### src/rtl/bsd_pkg.sv
// Types and opcode constants for the branch successor decoder.
// No dependencies; used by bsd_decode and branch_successor_decoder.
package bsd_pkg;

  localparam logic REQ_DECODE = 1'b0;
  localparam logic REQ_LOAD   = 1'b1;

  localparam logic [7:0] OP_J24_A  = 8'h1D;
  localparam logic [7:0] OP_J24_B  = 8'h5D;
  localparam logic [7:0] OP_J24_C  = 8'h6D;
  localparam logic [7:0] OP_J24_D  = 8'h61;
  localparam logic [7:0] OP_D15_A  = 8'h1F;
  localparam logic [7:0] OP_D15_B  = 8'h3F;
  localparam logic [7:0] OP_D15_C  = 8'h5F;
  localparam logic [7:0] OP_D15_D  = 8'h7F;
  localparam logic [7:0] OP_D15_E  = 8'h9F;
  localparam logic [7:0] OP_D15_F  = 8'hBF;
  localparam logic [7:0] OP_D15_G  = 8'hDF;
  localparam logic [7:0] OP_D15_H  = 8'hEF;
  localparam logic [7:0] OP_D15_I  = 8'hFF;
  localparam logic [7:0] OP_D15_J  = 8'h6F;
  localparam logic [7:0] OP_JI32   = 8'h2D;
  localparam logic [7:0] OP_D8_A   = 8'h3C;
  localparam logic [7:0] OP_D8_B   = 8'hEE;
  localparam logic [7:0] OP_D8_C   = 8'hF6;
  localparam logic [7:0] OP_D8_D   = 8'h6E;
  localparam logic [7:0] OP_D8_E   = 8'h76;
  localparam logic [7:0] OP_D8_F   = 8'h5C;
  localparam logic [7:0] OP_D4_A   = 8'h3E;
  localparam logic [7:0] OP_D4_B   = 8'hBE;
  localparam logic [7:0] OP_D4_C   = 8'h7E;
  localparam logic [7:0] OP_D4_D   = 8'hFE;
  localparam logic [7:0] OP_D4_E   = 8'hF2;
  localparam logic [7:0] OP_D4_F   = 8'h7C;
  localparam logic [7:0] OP_JI16   = 8'hDC;
  localparam logic [7:0] OP_SYS16  = 8'h00;
  localparam logic [7:0] SYS_RET   = 8'h90;
  localparam logic [3:0] RA_INDEX  = 4'd11;

  typedef enum logic [1:0] {
    KIND_NONE,
    KIND_DIRECT,
    KIND_REG
  } tgt_kind_t;

  typedef struct packed {
    logic        req_type;
    logic [31:0] pc;
    logic [31:0] instr_word;
    logic [3:0]  reg_index;
    logic [31:0] reg_value;
  } in_word_t;

  typedef struct packed {
    logic [31:0] seq_pc;
    logic [31:0] branch_target;
    logic        has_target;
    logic        is_long;
  } out_word_t;

  typedef struct packed {
    tgt_kind_t   kind;
    logic        is_long;
    logic [31:0] seq_pc;
    logic [31:0] direct_tgt;
    logic [3:0]  reg_idx;
  } dec_t;

endpackage

### src/rtl/bsd_decode.sv
// Opcode decode: width, sequential successor, direct target and register index.
// Depends on bsd_pkg.
module bsd_decode (
  input  logic [31:0]  pc,
  input  logic [31:0]  instr_word,
  output bsd_pkg::dec_t dec
);

  logic [7:0]  op;
  logic [31:0] disp;

  assign op = instr_word[7:0];

  always_comb begin
    dec.kind         = bsd_pkg::KIND_NONE;
    dec.is_long      = op[0];
    dec.seq_pc       = pc + (op[0] ? 32'd4 : 32'd2);
    dec.reg_idx      = instr_word[11:8];
    disp             = '0;
    unique case (op) inside
      bsd_pkg::OP_J24_A, bsd_pkg::OP_J24_B, bsd_pkg::OP_J24_C, bsd_pkg::OP_J24_D: begin
        disp     = {{7{instr_word[15]}}, instr_word[15:8], instr_word[31:16], 1'b0};
        dec.kind = bsd_pkg::KIND_DIRECT;
      end
      bsd_pkg::OP_D15_A, bsd_pkg::OP_D15_B, bsd_pkg::OP_D15_C, bsd_pkg::OP_D15_D,
      bsd_pkg::OP_D15_E, bsd_pkg::OP_D15_F, bsd_pkg::OP_D15_G, bsd_pkg::OP_D15_H,
      bsd_pkg::OP_D15_I, bsd_pkg::OP_D15_J: begin
        disp     = {{16{instr_word[30]}}, instr_word[30:16], 1'b0};
        dec.kind = bsd_pkg::KIND_DIRECT;
      end
      bsd_pkg::OP_D8_A, bsd_pkg::OP_D8_B, bsd_pkg::OP_D8_C, bsd_pkg::OP_D8_D,
      bsd_pkg::OP_D8_E, bsd_pkg::OP_D8_F: begin
        disp     = {{23{instr_word[15]}}, instr_word[15:8], 1'b0};
        dec.kind = bsd_pkg::KIND_DIRECT;
      end
      bsd_pkg::OP_D4_A, bsd_pkg::OP_D4_B, bsd_pkg::OP_D4_C, bsd_pkg::OP_D4_D,
      bsd_pkg::OP_D4_E, bsd_pkg::OP_D4_F: begin
        disp     = {27'd0, instr_word[11:8], 1'b0};
        dec.kind = bsd_pkg::KIND_DIRECT;
      end
      bsd_pkg::OP_JI32, bsd_pkg::OP_JI16: begin
        dec.kind = bsd_pkg::KIND_REG;
      end
      bsd_pkg::OP_SYS16: begin
        if (instr_word[15:8] == bsd_pkg::SYS_RET) begin
          dec.kind    = bsd_pkg::KIND_REG;
          dec.reg_idx = bsd_pkg::RA_INDEX;
        end
      end
      default: begin
        dec.kind = bsd_pkg::KIND_NONE;
      end
    endcase
    dec.direct_tgt = pc + disp;
  end

endmodule

### src/rtl/bsd_areg.sv
// Address register file: 16 x 32 synchronous memory with a registered read.
// Per-entry valid flops make unwritten entries read as zero after reset.
// No dependencies.
module bsd_areg (
  input  logic        clk,
  input  logic        rst_n,
  input  logic        wr_en,
  input  logic [3:0]  wr_addr,
  input  logic [31:0] wr_data,
  input  logic        rd_en,
  input  logic [3:0]  rd_addr,
  output logic [31:0] rd_data
);

  logic [31:0] mem [16];
  logic [15:0] vld_r;
  logic [31:0] rd_data_r;
  logic        rd_vld_r;

  always_ff @(posedge clk) begin
    if (wr_en) begin
      mem[wr_addr] <= wr_data;
    end
    if (rd_en) begin
      rd_data_r <= mem[rd_addr];
    end
  end

  always_ff @(posedge clk) begin
    if (!rst_n) begin
      vld_r    <= '0;
      rd_vld_r <= 1'b0;
    end else begin
      if (wr_en) begin
        vld_r[wr_addr] <= 1'b1;
      end
      if (rd_en) begin
        rd_vld_r <= vld_r[rd_addr];
      end
    end
  end

  assign rd_data = rd_vld_r ? rd_data_r : 32'd0;

endmodule

### src/rtl/branch_successor_decoder.sv
// Branch successor decoder top: decode stage, register file read, output register.
// Depends on bsd_pkg, bsd_decode, bsd_areg.
//
//   channel | direction | handshake              | word
//   in_     | input     | in_valid / in_stall    | bsd_pkg::in_word_t
//   out_    | output    | out_valid / out_stall  | bsd_pkg::out_word_t
//
// One word accepted per cycle while in_stall is low; a decode word is registered in
// the read stage on acceptance and moves to the out_ register when that register
// is empty or out_stall is low, which raises out_valid. Load words give no output
// and write the register file at acceptance.
// Reset (rst_n, synchronous) empties the pipe and marks all registers as zero.
// in_stall is high only when the read stage and the output register are both full
// and out_stall is high.
module branch_successor_decoder (
  input  logic               clk,
  input  logic               rst_n,
  input  logic               in_valid,
  output logic               in_stall,
  input  bsd_pkg::in_word_t  in_word,
  output logic               out_valid,
  input  logic               out_stall,
  output bsd_pkg::out_word_t out_word
);

  bsd_pkg::dec_t      dec;
  bsd_pkg::dec_t      s1_r;
  bsd_pkg::dec_t      s1_nxt;
  logic               s1_valid_r;
  logic               s1_valid_nxt;
  logic               out_valid_r;
  logic               out_valid_nxt;
  bsd_pkg::out_word_t out_word_r;
  bsd_pkg::out_word_t out_word_nxt;
  logic               out_ready;
  logic               in_acc;
  logic               dec_acc;
  logic               load_acc;
  logic [31:0]        rd_data;

  bsd_decode u_decode (
    .pc         (in_word.pc),
    .instr_word (in_word.instr_word),
    .dec        (dec)
  );

  bsd_areg u_areg (
    .clk     (clk),
    .rst_n   (rst_n),
    .wr_en   (load_acc),
    .wr_addr (in_word.reg_index),
    .wr_data (in_word.reg_value),
    .rd_en   (dec_acc),
    .rd_addr (dec.reg_idx),
    .rd_data (rd_data)
  );

  assign out_ready = !out_valid_r || !out_stall;
  assign in_stall  = s1_valid_r && !out_ready;
  assign in_acc    = in_valid && !in_stall;
  assign dec_acc   = in_acc && (in_word.req_type == bsd_pkg::REQ_DECODE);
  assign load_acc  = in_acc && (in_word.req_type == bsd_pkg::REQ_LOAD);

  always_comb begin
    s1_nxt        = s1_r;
    s1_valid_nxt  = s1_valid_r;
    out_word_nxt  = out_word_r;
    out_valid_nxt = out_valid_r;
    if (!in_stall) begin
      s1_nxt       = dec;
      s1_valid_nxt = dec_acc;
    end
    if (out_ready) begin
      out_valid_nxt              = s1_valid_r;
      out_word_nxt.seq_pc        = s1_r.seq_pc;
      out_word_nxt.is_long       = s1_r.is_long;
      unique case (s1_r.kind)
        bsd_pkg::KIND_DIRECT: begin
          out_word_nxt.branch_target = s1_r.direct_tgt;
          out_word_nxt.has_target    = 1'b1;
        end
        bsd_pkg::KIND_REG: begin
          out_word_nxt.branch_target = rd_data;
          out_word_nxt.has_target    = 1'b1;
        end
        default: begin
          out_word_nxt.branch_target = 32'd0;
          out_word_nxt.has_target    = 1'b0;
        end
      endcase
    end
  end

  always_ff @(posedge clk) begin
    s1_r       <= s1_nxt;
    out_word_r <= out_word_nxt;
  end

  always_ff @(posedge clk) begin
    if (!rst_n) begin
      s1_valid_r  <= 1'b0;
      out_valid_r <= 1'b0;
    end else begin
      s1_valid_r  <= s1_valid_nxt;
      out_valid_r <= out_valid_nxt;
    end
  end

  assign out_valid = out_valid_r;
  assign out_word  = out_word_r;

`ifndef SYNTH
  a_stall_needs_s1: assert property (@(posedge clk) disable iff (!rst_n)
    in_stall |-> s1_valid_r)
    else $error("in_stall with empty read stage");

  a_s1_holds: assert property (@(posedge clk) disable iff (!rst_n)
    (s1_valid_r && !out_ready) |=> (s1_valid_r && $stable(s1_r)))
    else $error("read stage changed while blocked");

  a_tgt_zero: assert property (@(posedge clk) disable iff (!rst_n)
    (out_valid_r && !out_word_r.has_target) |-> (out_word_r.branch_target == 32'd0))
    else $error("nonzero target without has_target");

  a_load_no_out: assert property (@(posedge clk) disable iff (!rst_n)
    (load_acc && !s1_valid_r) |=> !s1_valid_r)
    else $error("load word entered decode pipe");

  a_reset_empty: assert property (@(posedge clk)
    !rst_n |=> (!s1_valid_r && !out_valid_r))
    else $error("pipe not empty after reset");
`endif

endmodule
### config.mk
export PLATFORM = sky130hd
export DESIGN_NAME = branch_successor_decoder
export DESIGN_NICKNAME = d
export VERILOG_FILES = /design/src/rtl/bsd_pkg.sv /design/src/rtl/bsd_decode.sv /design/src/rtl/bsd_areg.sv /design/src/rtl/branch_successor_decoder.sv
export SDC_FILE = /design/constraint.sdc
export NUM_CORES = 1
export LEC_CHECK = 0
export BUFFER_PORTS_ARGS = -buffer_cell sky130_fd_sc_hd__buf_4
export CORE_MARGIN = 2
export CORE_UTILIZATION = 30
export DETAILED_ROUTE_END_ITERATION = 12
export GPL_ROUTABILITY_DRIVEN = 0
export SYNTH_ARGS = -nofsm -noshare
export SYNTH_HDL_FRONTEND = slang
export SYNTH_SLANG_ARGS = --single-unit
export TNS_END_PERCENT = 20
### constraint.sdc
create_clock -name clk -period 11.35 [get_ports clk]
set_input_delay 0.5675 -clock clk [delete_from_list [all_inputs] [get_ports clk]]
set_output_delay 0.5675 -clock clk [all_outputs]
set_load 0.005 [all_outputs]
==> impl_metrics.yaml <==
sta:
  finalHoldViolCount: 0
  tns_ps: 0
  post-route-min-period_ps: 4034
  setup_violations: 0
  fmax_mhz: 247.9
  worst_slew_pin_slew_ps: 1063
  skew_ps: 30.72
  rsz0062_at_grt: "no"
  whs_ps: 129.5
  worst_slew_margin_rel_pct: 29.12
  slew_viol_final: 0
  fin_crit_sh_pct: 35.54
setup_path:
  reg2reg_from: "out_valid$_SDFFE_PN0P_"
  critPathCaptureType: "flip-flop"
  crit_start: "in_word[38]"
  arrival_ps: 4380
  required_ps: 11690
  worst-path-max-fanout: 15
  timing_worst_setup_path_type: "in2reg"
  start_kind: "input port"
clock_network:
  cts_root_buffer: "clkbuf_16"
  cts_max_level: 3
  clk_latency_ps: 630
  clockBufferDepth: 3
  clk_pin_slew_worst_paths_ps: 60
  cts_hold_buffers: 0
  cts.repair.resized: 0
  cts-buffers-inserted: 74
  cts_tree: "built"
  post-cts-setup-buffers: 0
  cts.sinks: 695
power_and_ir_drop:
  p_per_area_mw_per_mm2: 168.6
  power_leakage_nw: 11.42
  vdd_drop_max_v: 0.0001064
min_path:
  holdCritPathClass: "in2reg"
  min_from: "in_word[68]"
floorplanning:
  start_util_pct: 30.17
  core-area_sq_mm: 0.09291
  core.rowCount: 112
  dieArea_sq_mm: 0.09591
  die_h_um: 309.7
  die_w_um: 309.7
  ioPinCount: 173
global_route:
  antenna_found_initial: 7
  gr-usage-all-layers_pct: 15.80
  grt_max_degree: 74
  grt_pass1_vias: 17280
  overflow: 0
  grt_first_pass_wirelength_um: 112600
job:
  cap_violations: 0
final_layout:
  mostFrequentLayoutCells: "edfxtp_1, nand2_1, buf_4"
  drive_gt1_share_pct: 16.45
  nets: 2236
  syn_to_final_growth_pct: 18.31
  final_common_cell: "edfxtp_1"
detailed_routing:
  totalWireLength_um: 77440
  drc: 0
  wl_per_cell_um: 22.73
  drt-pass1-iter-count: 6
  num_vias: 17540
  routed_via_density: 5.148
  antenna_left: 0
  drt_iter0_markers: 1774
yosys:
  synthTopCellsByArea: "edfxtp_1, nand2_1, o22ai_1"
  synthDistinctLibCells: 69
  syn-num-nets: 2059
  synth_area_sq_mm: 0.02803
  yosysTopAreaCell: "edfxtp_1"
  ys.flop_type: "edfxtp_1"
  async_flop_share_pct: 0
  seq_area_frac_synth_pct: 73.77
  yosys_warnings: 0
  synth_area_per_cell_sq_um: 14.62
  netlist_instances: 1918
  synth.top_cell.area_share_pct: 72.41
  synth_seq_cells: 695
  synth_edf_count: 676
outcome:
  status: "complete, no violations"
placed_design:
  hpwlAfterDp_um: 45630
  io_buffers: 172
==> layout make-up <==
class	instances	area [sq um]
antenna	1	2.502
sequential	695	20680
clock buffer	93	2006
timing repair buffer	207	1554
clock inverter	40	344.1
tap	1254	1569
multi-input combinational	1098	6942
inverter	19	71.32
fill	8742	59740
==> stage by stage <==
stage                     instance area, sq um  instances  util [%]  worst slack (ps)  total power [W]
after floorplan                          28030       1918         -              5755         0.003141
after global placement                   30820       3273     33.17              6772         0.003307
after detailed placement                 30820       3273     33.17              6723         0.003317
after CTS                                33170       3406     35.70              7375         0.005638
after global routing                     33170       3407     35.70              6920         0.005764
final                                    33170       3407     35.70              7316         0.005593
==> Yosys cell counts, types with 5 or more instances <==
cell type / number
buf_4: 9
xor2_1: 14
a21boi_0: 9
o21a_1: 22
a31oi_1: 80
a32o_1: 26
o32a_1: 7
dfxtp_1: 19
ha_1: 34
edfxtp_1: 676
nor2_1: 110
nand3_1: 30
mux2i_1: 15
xnor2_1: 43
o22ai_1: 87
a22oi_1: 49
a22o_1: 11
o211ai_1: 6
inv_1: 18
and3_1: 8
a21oi_1: 36
a21o_1: 28
clkbuf_1: 55
o221ai_1: 41
nor2b_1: 10
buf_2: 36
a221oi_1: 9
nand2_1: 283
o21ai_0: 39
or2_2: 6
nand4_1: 8
nor3_1: 14
a211oi_1: 5
nand2b_1: 8
==> kinds of logic after synthesis <==
| family | count (synthesis) | synth area share, % |
|---|---|---|
| multiplexers | 17 | 0.6962 |
| adder cells (fa/ha/maj) | 36 | 1.660 |
| XOR/XNOR | 57 | 1.781 |
| AND/OR/NAND/NOR | 505 | 7.788 |
| flip-flops | 695 | 73.77 |
| buffers and inverters | 125 | 2.035 |
| AO/OA/AOI/OAI | 483 | 12.27 |
==> metal layers <==
metal  wire length, um  vias to the layer above  global-route usage (%)  share of wire [%]
li1                  -                     7858                       -                  -
met1             33210                     8864                   21.32                 43
met2             36630                      704                   25.82                 47
met3              6202                      103                   3.511                8.0
met4              1337                       10                   3.929                1.7
met5                60                        -                       0              0.077
==> worst max-delay path, stage by stage <==
cell,delay [ps]
buf_4,120
or2_2,300
nor3_1,150
o2111ai_1,120
a21oi_1,170
buf_4,200
or2_2,330
a22o_1,190
ha_1,200
inv_1,70
fa_1,420
nand2b_1,180
a21oi_1,280
o21ai_0,160
nand2_1,220
a21oi_1,160
o21ai_0,340
o311ai_0,190
==> state kept, by name (all words and copies together) (netlist names) <==
register,count
u_areg.mem,512
out_word,66
s1_r,66
u_areg.rd_data_r,32
u_areg.vld_r,16
out_valid,1
s1_valid_r,1
u_areg.rd_vld_r,1
==> path summary, 6_finish.rpt <==
path                            slack [ps]                    endpoint  depth (start not counted)
worst min register to register         420      out_word[65]$_DFFE_PP_                          0
worst max-delay path                  7320          s1_r[29]$_DFFE_PN_                         18
worst min-delay path                   130          s1_r[36]$_DFFE_PN_                          1
worst max register to register        7900  u_areg.mem[3][2]$_DFFE_PP_                          5
==> report_power, final <==
part / switching [W] / leakage [nW] / total [W] / internal, W
Sequential: 0.0000259 / 6.51 / 0.00291 / 0.00289
Combinational: 0.000228 / 3.76 / 0.000354 / 0.000125
Clock: 0.000997 / 1.15 / 0.00233 / 0.00133
Total: 0.00125 / 11.4 / 0.00559 / 0.00434
(Power assumes the default switching activity.)
